**config.mk**
```make
export PLATFORM = sky130hd
export DESIGN_NAME = selective_repeat_receive_window_unit
export DESIGN_NICKNAME = d
export VERILOG_FILES = /design/src/hdl/srrw_pkg.sv /design/src/hdl/srrw_slot_ram.sv /design/src/hdl/srrw_out_reg.sv /design/src/hdl/srrw_engine.sv /design/src/hdl/selective_repeat_receive_window_unit.sv
export SDC_FILE = /design/constraint.sdc
export NUM_CORES = 2
export LEC_CHECK = 0
export BUFFER_PORTS_ARGS = -buffer_cell sky130_fd_sc_hd__buf_2
export CORE_UTILIZATION = 29
export DETAILED_ROUTE_END_ITERATION = 8
export GPL_ROUTABILITY_DRIVEN = 0
export PLACE_DENSITY_LB_ADDON = 0.2
export SLEW_MARGIN = 20
export SYNTH_ARGS = -nofsm -noshare
export SYNTH_HDL_FRONTEND = slang
export SYNTH_HIERARCHICAL = 1
export SYNTH_SLANG_ARGS = --single-unit
```
**constraint.sdc**
```tcl
create_clock -name clk -period 13.3 [get_ports clk]
set_input_delay 1.33 -clock clk [delete_from_list [all_inputs] [get_ports clk]]
set_output_delay 1.33 -clock clk [all_outputs]
set_load 0.01 [all_outputs]
```
**src/hdl/srrw_pkg.sv**
```systemverilog
// ----------------------------------------------------------------------------
// Selective-repeat receive window: shared definitions
// Sizes, result codes, register indexes, the result record and the slot helper.
// ----------------------------------------------------------------------------
package srrw_pkg;

  localparam int WINDOW   = 32;
  localparam int SEQ_BITS = 16;

  localparam int SLOT_W = (WINDOW > 1) ? $clog2(WINDOW) : 1;
  localparam int CNT_W  = $clog2(WINDOW + 1);
  localparam int HELD_W = $clog2(WINDOW + 1);

  localparam int SEQ_FIELD_W = 16;
  localparam int TICK_W      = 32;
  localparam int BITMAP_W    = 32;
  localparam int BM_IDX_W    = 5;
  localparam int SERIAL_W    = 16;
  localparam int DELAY_W     = 16;
  localparam int THR_W       = 7;
  localparam int CFG_IDX_W   = 2;
  localparam int CFG_DATA_W  = 16;

  typedef logic [SEQ_BITS-1:0] seq_t;
  typedef logic [SLOT_W-1:0]   slot_t;

  localparam seq_t SEQ_MASK = '1;

  typedef enum logic [2:0] {
    KIND_ACCEPTED = 3'd0,
    KIND_DROPPED  = 3'd1,
    KIND_RELEASED = 3'd2,
    KIND_ACK_SENT = 3'd3,
    KIND_NO_ACK   = 3'd4
  } kind_t;

  typedef enum logic [CFG_IDX_W-1:0] {
    CFG_ACK_DELAY = 2'd0,
    CFG_PEND_THR  = 2'd1
  } cfg_idx_t;

  localparam logic OP_ARRIVAL = 1'b0;
  localparam logic OP_POLL    = 1'b1;

  typedef struct packed {
    kind_t                 kind;
    logic [SEQ_FIELD_W-1:0] seq;
    logic [BITMAP_W-1:0]   bitmap;
    logic [SERIAL_W-1:0]   serial;
    logic                  last;
  } result_t;

  // Slot of the sequence number after q, given that s is the slot of q.
  // Sequence numbers wrap to zero, whose slot is zero.
  function automatic slot_t slot_inc(slot_t s, seq_t q);
    slot_t r;
    if (q == SEQ_MASK) begin
      r = '0;
    end else if (s == slot_t'(WINDOW - 1)) begin
      r = '0;
    end else begin
      r = s + slot_t'(1);
    end
    return r;
  endfunction

endpackage

```
**src/hdl/srrw_slot_ram.sv**
```systemverilog
// ----------------------------------------------------------------------------
// Slot number store
// Simple dual-port synchronous RAM, one write and one registered read port.
// ----------------------------------------------------------------------------
module srrw_slot_ram #(
  parameter int DEPTH = 32,
  parameter int WIDTH = 16
) (
  input  logic                     clk,
  input  logic                     we,
  input  logic [$clog2(DEPTH)-1:0] waddr,
  input  logic [WIDTH-1:0]         wdata,
  input  logic                     re,
  input  logic [$clog2(DEPTH)-1:0] raddr,
  output logic [WIDTH-1:0]         rdata
);

  logic [WIDTH-1:0] mem [DEPTH];

  always_ff @(posedge clk) begin
    if (we) begin
      mem[waddr] <= wdata;
    end
  end

  always_ff @(posedge clk) begin
    if (re) begin
      rdata <= mem[raddr];
    end
  end

endmodule

```
**src/hdl/srrw_out_reg.sv**
```systemverilog
// ----------------------------------------------------------------------------
// Result output register
// Holds one result transaction until the receiver takes it.
// ----------------------------------------------------------------------------
module srrw_out_reg (
  input  logic              clk,
  input  logic              rst_n,
  input  logic              push,
  input  srrw_pkg::result_t res,
  output logic              free,
  output logic              out_valid,
  input  logic              out_stall,
  output srrw_pkg::result_t out_res
);
  import srrw_pkg::*;

  logic    valid_r;
  result_t res_r;

  assign free      = !valid_r || !out_stall;
  assign out_valid = valid_r;
  assign out_res   = res_r;

  always_ff @(posedge clk) begin
    if (!rst_n) begin
      valid_r <= 1'b0;
    end else if (push) begin
      valid_r <= 1'b1;
    end else if (!out_stall) begin
      valid_r <= 1'b0;
    end
  end

  always_ff @(posedge clk) begin
    if (push) begin
      res_r <= res;
    end
  end

endmodule

```
**src/hdl/srrw_engine.sv**
```systemverilog
// ----------------------------------------------------------------------------
// Receive window engine
// Sequencer around the slot store: admission, in-order release, ack scan.
// ----------------------------------------------------------------------------
module srrw_engine (
  input  logic                                clk,
  input  logic                                rst_n,
  input  logic                                in_valid,
  output logic                                in_stall,
  input  logic                                in_opcode,
  input  logic [srrw_pkg::SEQ_FIELD_W-1:0]    in_seq_in,
  input  logic [srrw_pkg::TICK_W-1:0]         in_now_tick,
  input  logic [srrw_pkg::DELAY_W-1:0]        ack_delay,
  input  logic [srrw_pkg::THR_W-1:0]          pending_thr,
  input  logic                                emit_free,
  output logic                                push,
  output srrw_pkg::result_t                   res
);
  import srrw_pkg::*;

  localparam int SUM_W = SLOT_W + 1;

  typedef enum logic [2:0] {
    ST_IDLE, ST_EXEC, ST_REL_RD, ST_REL_EMIT, ST_SCAN, ST_ACK_EMIT
  } state_t;

  state_t                state_r, state_nxt;
  logic                  op_r;
  seq_t                  seq_r;
  logic [TICK_W-1:0]     now_r;
  logic [WINDOW-1:0]     full_r, full_nxt;
  seq_t                  ne_r, ne_nxt;
  slot_t                 ne_slot_r, ne_slot_nxt;
  seq_t                  high_r, high_nxt;
  logic [HELD_W-1:0]     held_r, held_nxt;
  logic [TICK_W-1:0]     pend_r, pend_nxt;
  logic [TICK_W-1:0]     due_r, due_nxt;
  seq_t                  serial_r, serial_nxt;
  seq_t                  scan_seq_r, scan_seq_nxt;
  slot_t                 scan_slot_r, scan_slot_nxt;
  logic [CNT_W-1:0]      scan_i_r, scan_i_nxt;
  logic                  cmp_v_r, cmp_v_nxt;
  logic                  cmp_full_r, cmp_full_nxt;
  seq_t                  cmp_seq_r, cmp_seq_nxt;
  logic [BM_IDX_W-1:0]   cmp_idx_r, cmp_idx_nxt;
  logic [BITMAP_W-1:0]   bitmap_r, bitmap_nxt;

  logic                  ram_we, ram_re;
  slot_t                 ram_raddr;
  seq_t                  ram_q;

  seq_t                  diff;
  logic                  in_win;
  logic [SUM_W-1:0]      slot_sum, slot_red;
  slot_t                 arr_slot;
  slot_t                 rel_next;
  logic [TICK_W-1:0]     due_sum;
  logic                  ack_go;

  srrw_slot_ram #(.DEPTH(WINDOW), .WIDTH(SEQ_BITS)) u_ram (
    .clk   (clk),
    .we    (ram_we),
    .waddr (arr_slot),
    .wdata (seq_r),
    .re    (ram_re),
    .raddr (ram_raddr),
    .rdata (ram_q)
  );

  // Slot of the arrival. Inside the window it follows from the base slot; a
  // number that wrapped past zero is below the window size and is its own slot.
  assign diff     = seq_r - ne_r;
  assign in_win   = diff < seq_t'(WINDOW);
  assign slot_sum = {1'b0, ne_slot_r} + SUM_W'(diff);
  assign slot_red = (slot_sum >= SUM_W'(WINDOW)) ? slot_sum - SUM_W'(WINDOW) : slot_sum;
  assign arr_slot = (seq_r < ne_r) ? slot_t'(seq_r) : slot_t'(slot_red);
  assign rel_next = slot_inc(ne_slot_r, ne_r);
  assign due_sum  = now_r + TICK_W'(ack_delay);
  assign ack_go   = (pend_r != '0) &&
                    ((pend_r > TICK_W'(pending_thr)) || (now_r >= due_r));
  assign in_stall = (state_r != ST_IDLE);

  always_comb begin
    state_nxt     = state_r;
    full_nxt      = full_r;
    ne_nxt        = ne_r;
    ne_slot_nxt   = ne_slot_r;
    high_nxt      = high_r;
    held_nxt      = held_r;
    pend_nxt      = pend_r;
    due_nxt       = due_r;
    serial_nxt    = serial_r;
    scan_seq_nxt  = scan_seq_r;
    scan_slot_nxt = scan_slot_r;
    scan_i_nxt    = scan_i_r;
    cmp_v_nxt     = 1'b0;
    cmp_full_nxt  = cmp_full_r;
    cmp_seq_nxt   = cmp_seq_r;
    cmp_idx_nxt   = cmp_idx_r;
    bitmap_nxt    = bitmap_r;
    push          = 1'b0;
    res           = '0;
    ram_we        = 1'b0;
    ram_re        = 1'b0;
    ram_raddr     = ne_slot_r;

    case (state_r)
      ST_IDLE: begin
        if (in_valid) begin
          state_nxt = ST_EXEC;
        end
      end

      ST_EXEC: begin
        if (op_r == OP_ARRIVAL) begin
          if (emit_free) begin
            push     = 1'b1;
            res.seq  = SEQ_FIELD_W'(seq_r);
            pend_nxt = (pend_r == '1) ? pend_r : pend_r + TICK_W'(1);
            due_nxt  = (due_r == '0) ? due_sum : due_r;
            if (!in_win || full_r[arr_slot]) begin
              res.kind  = KIND_DROPPED;
              res.last  = 1'b1;
              state_nxt = ST_IDLE;
            end else begin
              full_nxt[arr_slot] = 1'b1;
              ram_we             = 1'b1;
              held_nxt           = held_r + HELD_W'(1);
              res.kind           = KIND_ACCEPTED;
              res.last           = (seq_r != ne_r);
              state_nxt          = (seq_r == ne_r) ? ST_REL_RD : ST_IDLE;
              if (seq_r > high_r) begin
                due_nxt = '0;
              end
              if (seq_r >= high_r) begin
                high_nxt = seq_r + seq_t'(1);
              end
            end
          end
        end else if (ack_go) begin
          scan_seq_nxt  = ne_r;
          scan_slot_nxt = ne_slot_r;
          scan_i_nxt    = '0;
          bitmap_nxt    = '0;
          state_nxt     = ST_SCAN;
        end else if (emit_free) begin
          push      = 1'b1;
          res.kind  = KIND_NO_ACK;
          res.last  = 1'b1;
          state_nxt = ST_IDLE;
        end
      end

      ST_REL_RD: begin
        ram_re    = 1'b1;
        ram_raddr = ne_slot_r;
        state_nxt = ST_REL_EMIT;
      end

      ST_REL_EMIT: begin
        if (emit_free) begin
          push                = 1'b1;
          res.kind            = KIND_RELEASED;
          res.seq             = SEQ_FIELD_W'(ram_q);
          full_nxt[ne_slot_r] = 1'b0;
          if (held_r != '0) begin
            held_nxt = held_r - HELD_W'(1);
          end
          ne_nxt      = ne_r + seq_t'(1);
          ne_slot_nxt = rel_next;
          // The slot just freed ends the run if the next one maps onto it.
          if (full_r[rel_next] && (rel_next != ne_slot_r)) begin
            ram_re    = 1'b1;
            ram_raddr = rel_next;
          end else begin
            res.last  = 1'b1;
            state_nxt = ST_IDLE;
          end
        end
      end

      ST_SCAN: begin
        if (scan_i_r != CNT_W'(WINDOW)) begin
          ram_re        = 1'b1;
          ram_raddr     = scan_slot_r;
          cmp_v_nxt     = 1'b1;
          cmp_full_nxt  = full_r[scan_slot_r];
          cmp_seq_nxt   = scan_seq_r;
          cmp_idx_nxt   = BM_IDX_W'(scan_i_r);
          scan_i_nxt    = scan_i_r + CNT_W'(1);
          scan_seq_nxt  = scan_seq_r + seq_t'(1);
          scan_slot_nxt = slot_inc(scan_slot_r, scan_seq_r);
        end else if (!cmp_v_r) begin
          state_nxt = ST_ACK_EMIT;
        end
        if (cmp_v_r && cmp_full_r && (ram_q == cmp_seq_r)) begin
          bitmap_nxt[cmp_idx_r] = 1'b1;
        end
      end

      ST_ACK_EMIT: begin
        if (emit_free) begin
          push       = 1'b1;
          res.kind   = KIND_ACK_SENT;
          res.seq    = SEQ_FIELD_W'(ne_r);
          res.bitmap = bitmap_r;
          res.serial = SERIAL_W'(serial_r);
          res.last   = 1'b1;
          serial_nxt = serial_r + seq_t'(1);
          if (held_r != '0) begin
            pend_nxt = TICK_W'(1);
            due_nxt  = due_sum;
          end else begin
            pend_nxt = '0;
            due_nxt  = '0;
          end
          state_nxt = ST_IDLE;
        end
      end

      default: begin
        state_nxt = ST_IDLE;
      end
    endcase
  end

  always_ff @(posedge clk) begin
    if (!rst_n) begin
      state_r   <= ST_IDLE;
      full_r    <= '0;
      ne_r      <= '0;
      ne_slot_r <= '0;
      high_r    <= '0;
      held_r    <= '0;
      pend_r    <= '0;
      due_r     <= '0;
      serial_r  <= '0;
      cmp_v_r   <= 1'b0;
    end else begin
      state_r   <= state_nxt;
      full_r    <= full_nxt;
      ne_r      <= ne_nxt;
      ne_slot_r <= ne_slot_nxt;
      high_r    <= high_nxt;
      held_r    <= held_nxt;
      pend_r    <= pend_nxt;
      due_r     <= due_nxt;
      serial_r  <= serial_nxt;
      cmp_v_r   <= cmp_v_nxt;
    end
    if (state_r == ST_IDLE && in_valid) begin
      op_r  <= in_opcode;
      seq_r <= seq_t'(in_seq_in);
      now_r <= in_now_tick;
    end
    scan_seq_r  <= scan_seq_nxt;
    scan_slot_r <= scan_slot_nxt;
    scan_i_r    <= scan_i_nxt;
    cmp_full_r  <= cmp_full_nxt;
    cmp_seq_r   <= cmp_seq_nxt;
    cmp_idx_r   <= cmp_idx_nxt;
    bitmap_r    <= bitmap_nxt;
  end

  // The held count always agrees with the occupancy flags.
  a_held_matches_full: assert property (@(posedge clk) disable iff (!rst_n)
    held_r == HELD_W'($countones(full_r)))
    else $error("held count differs from occupied slots");

  // A release only ever comes from an occupied slot.
  a_release_from_full: assert property (@(posedge clk) disable iff (!rst_n)
    (state_r == ST_REL_EMIT) |-> full_r[ne_slot_r])
    else $error("release from an empty slot");

  // The slot store is never written while a scan or release is reading it.
  a_no_write_in_scan: assert property (@(posedge clk) disable iff (!rst_n)
    (state_r == ST_SCAN || state_r == ST_REL_EMIT || state_r == ST_REL_RD) |-> !ram_we)
    else $error("slot store written during a read sequence");

  // After an acknowledgement at most one arrival is counted as pending.
  a_pending_after_ack: assert property (@(posedge clk) disable iff (!rst_n)
    (state_r == ST_ACK_EMIT && emit_free) |=> (pend_r <= TICK_W'(1)))
    else $error("pending count not reset by acknowledgement");

endmodule

```
**src/hdl/selective_repeat_receive_window_unit.sv**
```systemverilog
// ----------------------------------------------------------------------------
// Selective-repeat receive window unit
// Receive side of a selective-repeat protocol for one peer, with ack pacing.
// ----------------------------------------------------------------------------
// Usage. Items enter on the in_ channel: opcode 0 is a datagram arrival with
// its sequence number, opcode 1 is an acknowledgement poll; both carry the
// current tick. Each item produces one or more result transactions on the
// out_ channel, the final one flagged by out_last. Registers are written on
// the cfg_ channel, which is always ready; the user must write them only
// while the unit is idle, since the unit itself does not enforce this.
// An accepted in-order arrival reads the slot store and then releases the
// numbers one by one. A poll that sends an ack reads each of the WINDOW
// slots once through the single read port.
// The unit works on one item at a time; in_stall is high from the cycle
// after acceptance until the last result has been handed to the output
// register, which lets the next item in while that result still waits.
// Reset (rst_n low, synchronous) empties every slot at once, clears all
// counters and loads ack_delay = 100 and pending_threshold = 16.
// While out_stall is high a held result stays put, and the engine waits
// whenever it has another result to push.
// ----------------------------------------------------------------------------
module selective_repeat_receive_window_unit (
  input  logic                                 clk,
  input  logic                                 rst_n,
  input  logic                                 in_valid,
  output logic                                 in_stall,
  input  logic                                 in_opcode,
  input  logic [srrw_pkg::SEQ_FIELD_W-1:0]     in_seq_in,
  input  logic [srrw_pkg::TICK_W-1:0]          in_now_tick,
  output logic                                 out_valid,
  input  logic                                 out_stall,
  output logic [2:0]                           out_kind,
  output logic [srrw_pkg::SEQ_FIELD_W-1:0]     out_seq_out,
  output logic [srrw_pkg::BITMAP_W-1:0]        out_ack_bitmap,
  output logic [srrw_pkg::SERIAL_W-1:0]        out_ack_serial,
  output logic                                 out_last,
  input  logic                                 cfg_valid,
  output logic                                 cfg_ready,
  input  logic [srrw_pkg::CFG_IDX_W-1:0]       cfg_index,
  input  logic [srrw_pkg::CFG_DATA_W-1:0]      cfg_data
);
  import srrw_pkg::*;

  logic [DELAY_W-1:0] ack_delay_r;
  logic [THR_W-1:0]   pend_thr_r;
  logic               emit_free;
  logic               push;
  result_t            res;
  result_t            out_res;

  // Configuration registers; writes to unknown indexes are ignored.
  assign cfg_ready = 1'b1;

  always_ff @(posedge clk) begin
    if (!rst_n) begin
      ack_delay_r <= DELAY_W'(100);
      pend_thr_r  <= THR_W'(16);
    end else if (cfg_valid) begin
      case (cfg_idx_t'(cfg_index))
        CFG_ACK_DELAY: ack_delay_r <= DELAY_W'(cfg_data);
        CFG_PEND_THR:  pend_thr_r  <= THR_W'(cfg_data);
        default: begin
        end
      endcase
    end
  end

  srrw_engine u_engine (
    .clk         (clk),
    .rst_n       (rst_n),
    .in_valid    (in_valid),
    .in_stall    (in_stall),
    .in_opcode   (in_opcode),
    .in_seq_in   (in_seq_in),
    .in_now_tick (in_now_tick),
    .ack_delay   (ack_delay_r),
    .pending_thr (pend_thr_r),
    .emit_free   (emit_free),
    .push        (push),
    .res         (res)
  );

  srrw_out_reg u_out (
    .clk       (clk),
    .rst_n     (rst_n),
    .push      (push),
    .res       (res),
    .free      (emit_free),
    .out_valid (out_valid),
    .out_stall (out_stall),
    .out_res   (out_res)
  );

  assign out_kind       = out_res.kind;
  assign out_seq_out    = out_res.seq;
  assign out_ack_bitmap = out_res.bitmap;
  assign out_ack_serial = out_res.serial;
  assign out_last       = out_res.last;

endmodule
```
# Word-level counts from Yosys, hierarchy flattened
# Memory sizes are Yosys's and may differ from the RTL's. A register that Yosys moved wholly into a read port is not among the register bits.
# Index checks and enable logic that the tools add are counted.
# W data, S select, Z words.
# op_classes
addsub	14
mul	0
n_mux	106
reduce_logical	38
n_bitwise	6
n_eq_ne	33
shifts	0
order_cmp	15
div	0
# op_table
cell	n
$mux W32	18
$pmux W32 S2	4
$mux W67	1
$add A16 B1 Y16 const B	4
$mux W16	4
$or A32 B32 Y32	2
$mux W5	12
$pmux W19 S3	1
$mux W6	8
$mux W3	13
$add A32 B1 Y32 const B	1
$add A32 B16 Y32	1
$and A32 B32 Y32	1
$eq A16 B16 Y1	2
$eq A16 B16 Y1 const B	2
$eq A32 B32 Y1 const B	1
$ge A32 B32 Y1	1
$gt A32 B7 Y1	1
$logic_not A32 Y1	1
$not A32 Y32	1
$pmux W16 S2	1
$reduce_bool A32 Y1	1
$lt A5 B6 Y1 const B	5
$mux W1	27
47 further kinds	99
# totals
mem_bits_rw	512
out_inout_bits	71
mem_count	1
rom_bits	0
wordCells	241
regBits	381
inputBits	72
latch_bits	0
# memory_table
memory	depth	word_bits	read_ports	rd_clocked_by_memory_dff	write_ports	line	rtl
u_engine.u_ram.mem	32	16	1	1	1	srrw_slot_ram.sv:18	logic [WIDTH-1:0] mem [DEPTH];

# Longest topological paths before layout
# logic_depth
depth_word	14
mapped_depth	21
mapped_depth_nobuf	17

# By module
# Netlist, hierarchy kept.
# by_module_without_submodules
module	instances	cells_each	seq_area_each_um2	area_each_um2
srrw_slot_ram	1	1143	15855.2	20696.1
srrw_engine	1	1953	7086.8	17978.5
srrw_out_reg	1	72	2062.0	2077.0
selective_repeat_receive_window_unit	1	101	460.4	963.4

# Worst setup path before layout
# OpenSTA, ideal clock, no wires.
# synth_timing
path_type	reg2reg
from	reg u_engine.seq_r[0]
to	mem u_engine.u_ram.mem[28][0], enable pin
setup_slack_ps	6800
t_arrival_ps	6111
n_path_buf	5
t_required_ps	12912
period_less_slack_ps	6500
stages_incl_launch_ff	18
setup_time_ps	388
path_cell_list	edfxtp_1 buf_4 buf_1 inv_1 ha_1 fa_1 fa_1 clkbuf_1 mux4_2 o21ai_0 o221ai_2 nor4_4 o2111ai_4 nor3_4 clkbuf_1 or3b_2 clkbuf_1 nor2_1
# synth_between
elab_chain_len	14
word_cells_on_any_way	18
cone_classes	add/sub (3); order compare (3); mux (10); reduce/logical (2)
# synth_lines
item	line	rtl
start: declaration	srrw_engine.sv:29	seq_t seq_r;
start signal: assignment	srrw_engine.sv:253	seq_r <= seq_t'(in_seq_in);
$sub A16 B16 Y16	srrw_engine.sv:72	assign diff = seq_r - ne_r;
$add A5 B6 Y6	srrw_engine.sv:74	assign slot_sum = {1'b0, ne_slot_r} + SUM_W'(diff);
$sub A5 B1 Y5 or $ge A6 B6 Y1 (tied branches)	srrw_engine.sv:75	assign slot_red = (slot_sum >= SUM_W'(WINDOW)) ? slot_sum - SUM_W'(WINDOW) : slot_sum;
$mux W5	srrw_engine.sv:75	
$mux W5	srrw_engine.sv:76	assign arr_slot = (seq_r < ne_r) ? slot_t'(seq_r) : slot_t'(slot_red);
$bmux W1 S5	srrw_engine.sv:121	if (!in_win || full_r[arr_slot]) begin
$mux W1 (implied by the code)	srrw_engine.sv:121	
$logic_or A1 B1 Y1 (*)	srrw_engine.sv:121	
$mux W1 (*)	srrw_engine.sv:121	
$mux W1 (*)	srrw_engine.sv:116	if (emit_free) begin
$mux W1 (*)	srrw_engine.sv:115	if (op_r == OP_ARRIVAL) begin
$mux W1 (*)	srrw_engine.sv:107	case (state_r)
via u_engine.ram_we	srrw_engine.sv:48	logic ram_we, ram_re;
$mux W1 (*)	srrw_slot_ram.sv:21	if (we) begin
$mux W1 (implied by the code) (*)	srrw_slot_ram.sv:22	mem[waddr] <= wdata;
end: declaration	srrw_slot_ram.sv:18	
# Mark *: on every way through the listed nets, which the timed path passes. The rest lies on a longest branch. The select of a mux whose other input is x is not followed.

# Worst setup path in the final report
# layout_timing
from	reg u_engine.ne_r[6]
to	reg u_engine.u_ram.rdata[7] (read register of u_engine.u_ram.mem) (data pin)
# layout_between
elab_chain_len	8
word_cells_on_any_way	12
cone_classes	eq/ne (2); mux (9); reduce/logical (1)
# layout_lines
item	line	rtl
start: declaration	srrw_engine.sv:32	seq_t ne_r, ne_nxt;
start signal: assignment	srrw_engine.sv:242	ne_r <= ne_nxt;
$eq A16 B16 Y1 (*)	srrw_pkg.sv:57	if (q == SEQ_MASK) begin
$mux W5 (*)	srrw_pkg.sv:57	
$bmux W1 S5	srrw_engine.sv:172	if (full_r[rel_next] && (rel_next != ne_slot_r)) begin
$mux W1 (implied by the code)	srrw_engine.sv:172	
$logic_and A1 B1 Y1	srrw_engine.sv:172	
$mux W5 (*)	srrw_engine.sv:172	
$mux W5 (*)	srrw_engine.sv:161	if (emit_free) begin
$pmux W5 S2 (*)	srrw_engine.sv:107	
via u_engine.ram_raddr[0]	srrw_engine.sv:49	slot_t ram_raddr;
end: declaration	srrw_slot_ram.sv:15	output logic [WIDTH-1:0] rdata
# Marked as above.
# A chain may end at the register's enable or synchronous reset.

==> results_dict.tcl <==
set metrics [dict create \
    run_status "finished, final reports clean" \
    yosys-top-cells-count "726 x sky130_fd_sc_hd__edfxtp_1, 307 x sky130_fd_sc_hd__mux2i_1, 213 x sky130_fd_sc_hd__nand2_1" \
    routed_wl_mm 118 \
    r2r_setup_slack_ns 6.11 \
    grt_util_all_layers_pct 16.0 \
    vias_in_the_first_global_route 26300 \
    p_seq_share_pct 46.9 \
    drc 0 \
    clk_slew_on_worst_s_h_paths_ns 0.06 \
    timing.rr.end "u_engine/u_ram/rdata[7]" \
    cts.repair_timing.setup_buffer_count 0 \
    seqCellArea_mm2 0.0255 \
    ctsRootBufferMaster "sky130_fd_sc_hd__clkbuf_16" \
    worst_clock_skew_ns 0.0739 \
    rsz_0062_raised_after_global_routing "no" \
    yosysWarningCount 6 \
    final_layout_setup_total_negative_slack_ns 0 \
    dp_hpwl_mm 74.4 \
    static-leakage-power_nw 16.1 \
    multi_input_comb_area_mm2 0.0148 \
    via_per_inst 5.01 \
    combPwrFrac_pct 10.2 \
    nNetsFinal 3613 \
    rows 138 \
    final-max-slew-violation-count 0 \
    critPathKind "reg2reg" \
    drv_cap 0 \
    die_height_um 381 \
    switching_power_share_of_the_total_pct 25.7 \
    finish.instance_area_mm2 0.0480 \
    die_w_um 381 \
    internal-power_mw 5.10 \
    synth_nets 3455 \
    rr_worst_depth 16 \
    numCtsBuffers 104 \
    io_buffer_count 141 \
    number_of_hold_buffers_added_after_cts 0 \
    tightest_slew_ns 1.11 \
    number_of_enable_type_register_cells_in_the_synthesized_netlist 726 \
    powerDensity_mw_per_mm2 143 \
    drive_above_1_share_pct 12.9 \
    hold_path_depth 0 \
    power.net_switching_mw 1.77 \
    worstSkewPairLatency_ns 0.75 \
    dominant_synthesized_flop_cell "sky130_fd_sc_hd__edfxtp_1" \
    timing.fmax_ghz 0.139 \
    final_hold_viol_count 0 \
    post_drt_wl_per_cell_um 21.9 \
    critical_path.endpoint_type "flop" \
    post-synth-top-count-cell "sky130_fd_sc_hd__edfxtp_1" \
    netlist_instances 3269 \
    cell_area_reported_after_detailed_placement_mm2 0.0445 \
    setup_viol 0 \
    hp-class "reg2reg" \
    placeableCoreArea_mm2 0.142 \
    cp.required_ns 13.70 \
    die_area_mm2 0.145 \
    detail-route-antenna-nets 0 \
    cell_area_after_technology_mapping_mm2 0.0417 \
    setup.worst_path.start "u_engine/ne_r[6]" \
    num_vias 27100 \
    cp_max_fo 56 \
    vdd.ir_drop.worst_mv 0.108 \
    grt_antenna_before_repair 2 \
    grt_start_max_net_pins 70 \
    synth.avg_cell_area_um2 12.8 \
    1st_iter_drt_viols 2344 \
    yosys.area.top_type "sky130_fd_sc_hd__edfxtp_1" \
    cts_max_level 3 \
    grt.overflow.total 0 \
    clockPowerShare_pct 42.8 \
    final_period_minus_worst_setup_slack_ns 7.19 \
    nFillCells 14100 \
    yosysSeqAreaShare_pct 61.0 \
    netlist.area_leader.share_pct 52.3 \
    cts_num_sinks 909 \
    yosys_register_bits 909 \
    area.growth.synth_to_final_pct 15.2 \
    worstSetupStartpointType "flop" \
    clock_path_buffers 3 \
    slew_headroom_pct 25.4 \
    yosys-top-cells-area "sky130_fd_sc_hd__edfxtp_1 52%, sky130_fd_sc_hd__dfxtp_1 8.8%, sky130_fd_sc_hd__mux2i_1 7.4%, sky130_fd_sc_hd__ha_1 3.3%, sky130_fd_sc_hd__nand2_1 1.9%" \
    cp_data_arrival_time_ns 7.59 \
    grt_first_pass_wirelength_mm 176 \
    crit_end "u_engine/u_ram/rdata[7]" \
    fin_crit_sh_pct 54.0 \
    reg2reg_from "u_engine/ne_r[6]" \
    synth.distinct_cells 104 \
    num_io_pins 143 \
    initial_core_util_pct 29.4 \
    cts-resized-gates 0 \
    clock_tree_from_tritoncts "built" \
    drtPass1Iterations 9 \
    async_reset_ff_share_pct 0 \
]
==> registers in the layout (all words and copies together) (netlist names), 6 cells and up <==
signal and flops:
u_engine/seq_r 16, pend_thr_r 7, u_engine/u_ram/rdata 16, u_engine/due_r 32, u_engine/now_r 32, u_out/out_res 68
u_engine/scan_i_r 6, u_engine/high_r 16, u_engine/bitmap_r 32, ack_delay_r 16, u_engine/cmp_seq_r 16, u_engine/ne_r 16
u_engine/serial_r 16, u_engine/u_ram/mem 512, u_engine/held_r 6, u_engine/pend_r 32, u_engine/full_r 32, u_engine/scan_seq_r 16
==> stage by stage <==
step	total power [mW]	utilization (%)	std cells	hold slack (ns)	setup slack (ns)
after floorplan	3.70	-	3269	0.426	6.80
after global placement	3.99	31.3	5209	0.436	6.24
after detailed placement	3.99	31.3	5209	0.439	6.23
after CTS	6.97	33.8	5405	0.453	6.19
after global routing	7.14	33.8	5407	0.478	5.79
final	6.87	33.8	5408	0.453	6.11
==> area by class of cell <==
cell class / instances / share of cell area (%)
clock inverters: 74 / 1.70
well taps: 1890 / 4.92
clock buffers: 122 / 5.64
inverters: 132 / 1.03
flip-flops and latches: 909 / 53.0
diodes: 1 / 0.00521
multi-input cells: 2059 / 30.9
repair buffers: 221 / 2.78
==> layout by cell type (no fill, tap or decap), drive strengths merged, types with 122 or more instances in the layout <==
cell type,count
buf,221
inv,137
nand2,213
clkbuf,122
dfxtp,183
nand3,122
nor2,209
edfxtp,726
a21oi,150
mux2i,307
==> power by group through the flow <==
stage	clock [mW]	sequential (mW)	combinational (mW)
floorplan	0	3.29	0.411
global placement	0	3.28	0.702
detailed placement	0	3.28	0.705
CTS	3.03	3.22	0.708
global route	3.13	3.23	0.772
finish	2.94	3.22	0.703
==> critical path, cell delays in order, from the launching register on <==
cell and delay (ns):
sky130_fd_sc_hd__dfxtp_1 0.48, sky130_fd_sc_hd__nand4_1 0.22, sky130_fd_sc_hd__nor4_2 0.79, sky130_fd_sc_hd__or3_1 0.59, sky130_fd_sc_hd__mux2i_1 0.26, sky130_fd_sc_hd__a221oi_1 0.11, sky130_fd_sc_hd__a211o_1 0.36, sky130_fd_sc_hd__and4b_1 0.23
sky130_fd_sc_hd__o21ai_1 0.35, sky130_fd_sc_hd__and2_1 0.27, sky130_fd_sc_hd__a221o_4 0.43, sky130_fd_sc_hd__buf_4 0.74, sky130_fd_sc_hd__buf_4 0.88, sky130_fd_sc_hd__mux2i_1 0.29, sky130_fd_sc_hd__nand2_1 0.07, sky130_fd_sc_hd__a31oi_1 0.48
sky130_fd_sc_hd__nand3_1 0.16
==> cell families after synthesis <==
logic type	synth area share (%)
other	0.00899
DFF	61.0
adders and majority gates	3.49
xor gates and xnor gates	3.04
and+or+nand+nor	10.4
AOI/OAI and AO/OA	9.88
muxes	8.53
buffers and inverters	3.57
==> per-layer routing <==
metal	global-route usage [%]	up-vias	part of all wire, %
met3	2.86	138	5.2
met2	24.3	652	44
li1	-	12700	-
met5	0	-	0
met1	23.4	13500	49
met4	3.78	0	1.8
==> how the worst min path moves through the flow <==
stage,start,to,slack (ns)
4_1_cts,u_engine/scan_seq_r[12],u_engine/cmp_seq_r[12],0.45
5_1_grt,u_engine/scan_seq_r[12],u_engine/cmp_seq_r[12],0.48
2_1_floorplan,u_engine/scan_seq_r[12],u_engine/cmp_seq_r[12],0.43
3_5_place_dp,u_engine/scan_seq_r[12],u_engine/cmp_seq_r[12],0.44
6_report,u_engine/scan_seq_r[12],u_engine/cmp_seq_r[12],0.45
3_3_place_gp,u_engine/scan_seq_r[12],u_engine/cmp_seq_r[12],0.44
(Power assumes the default switching activity.)
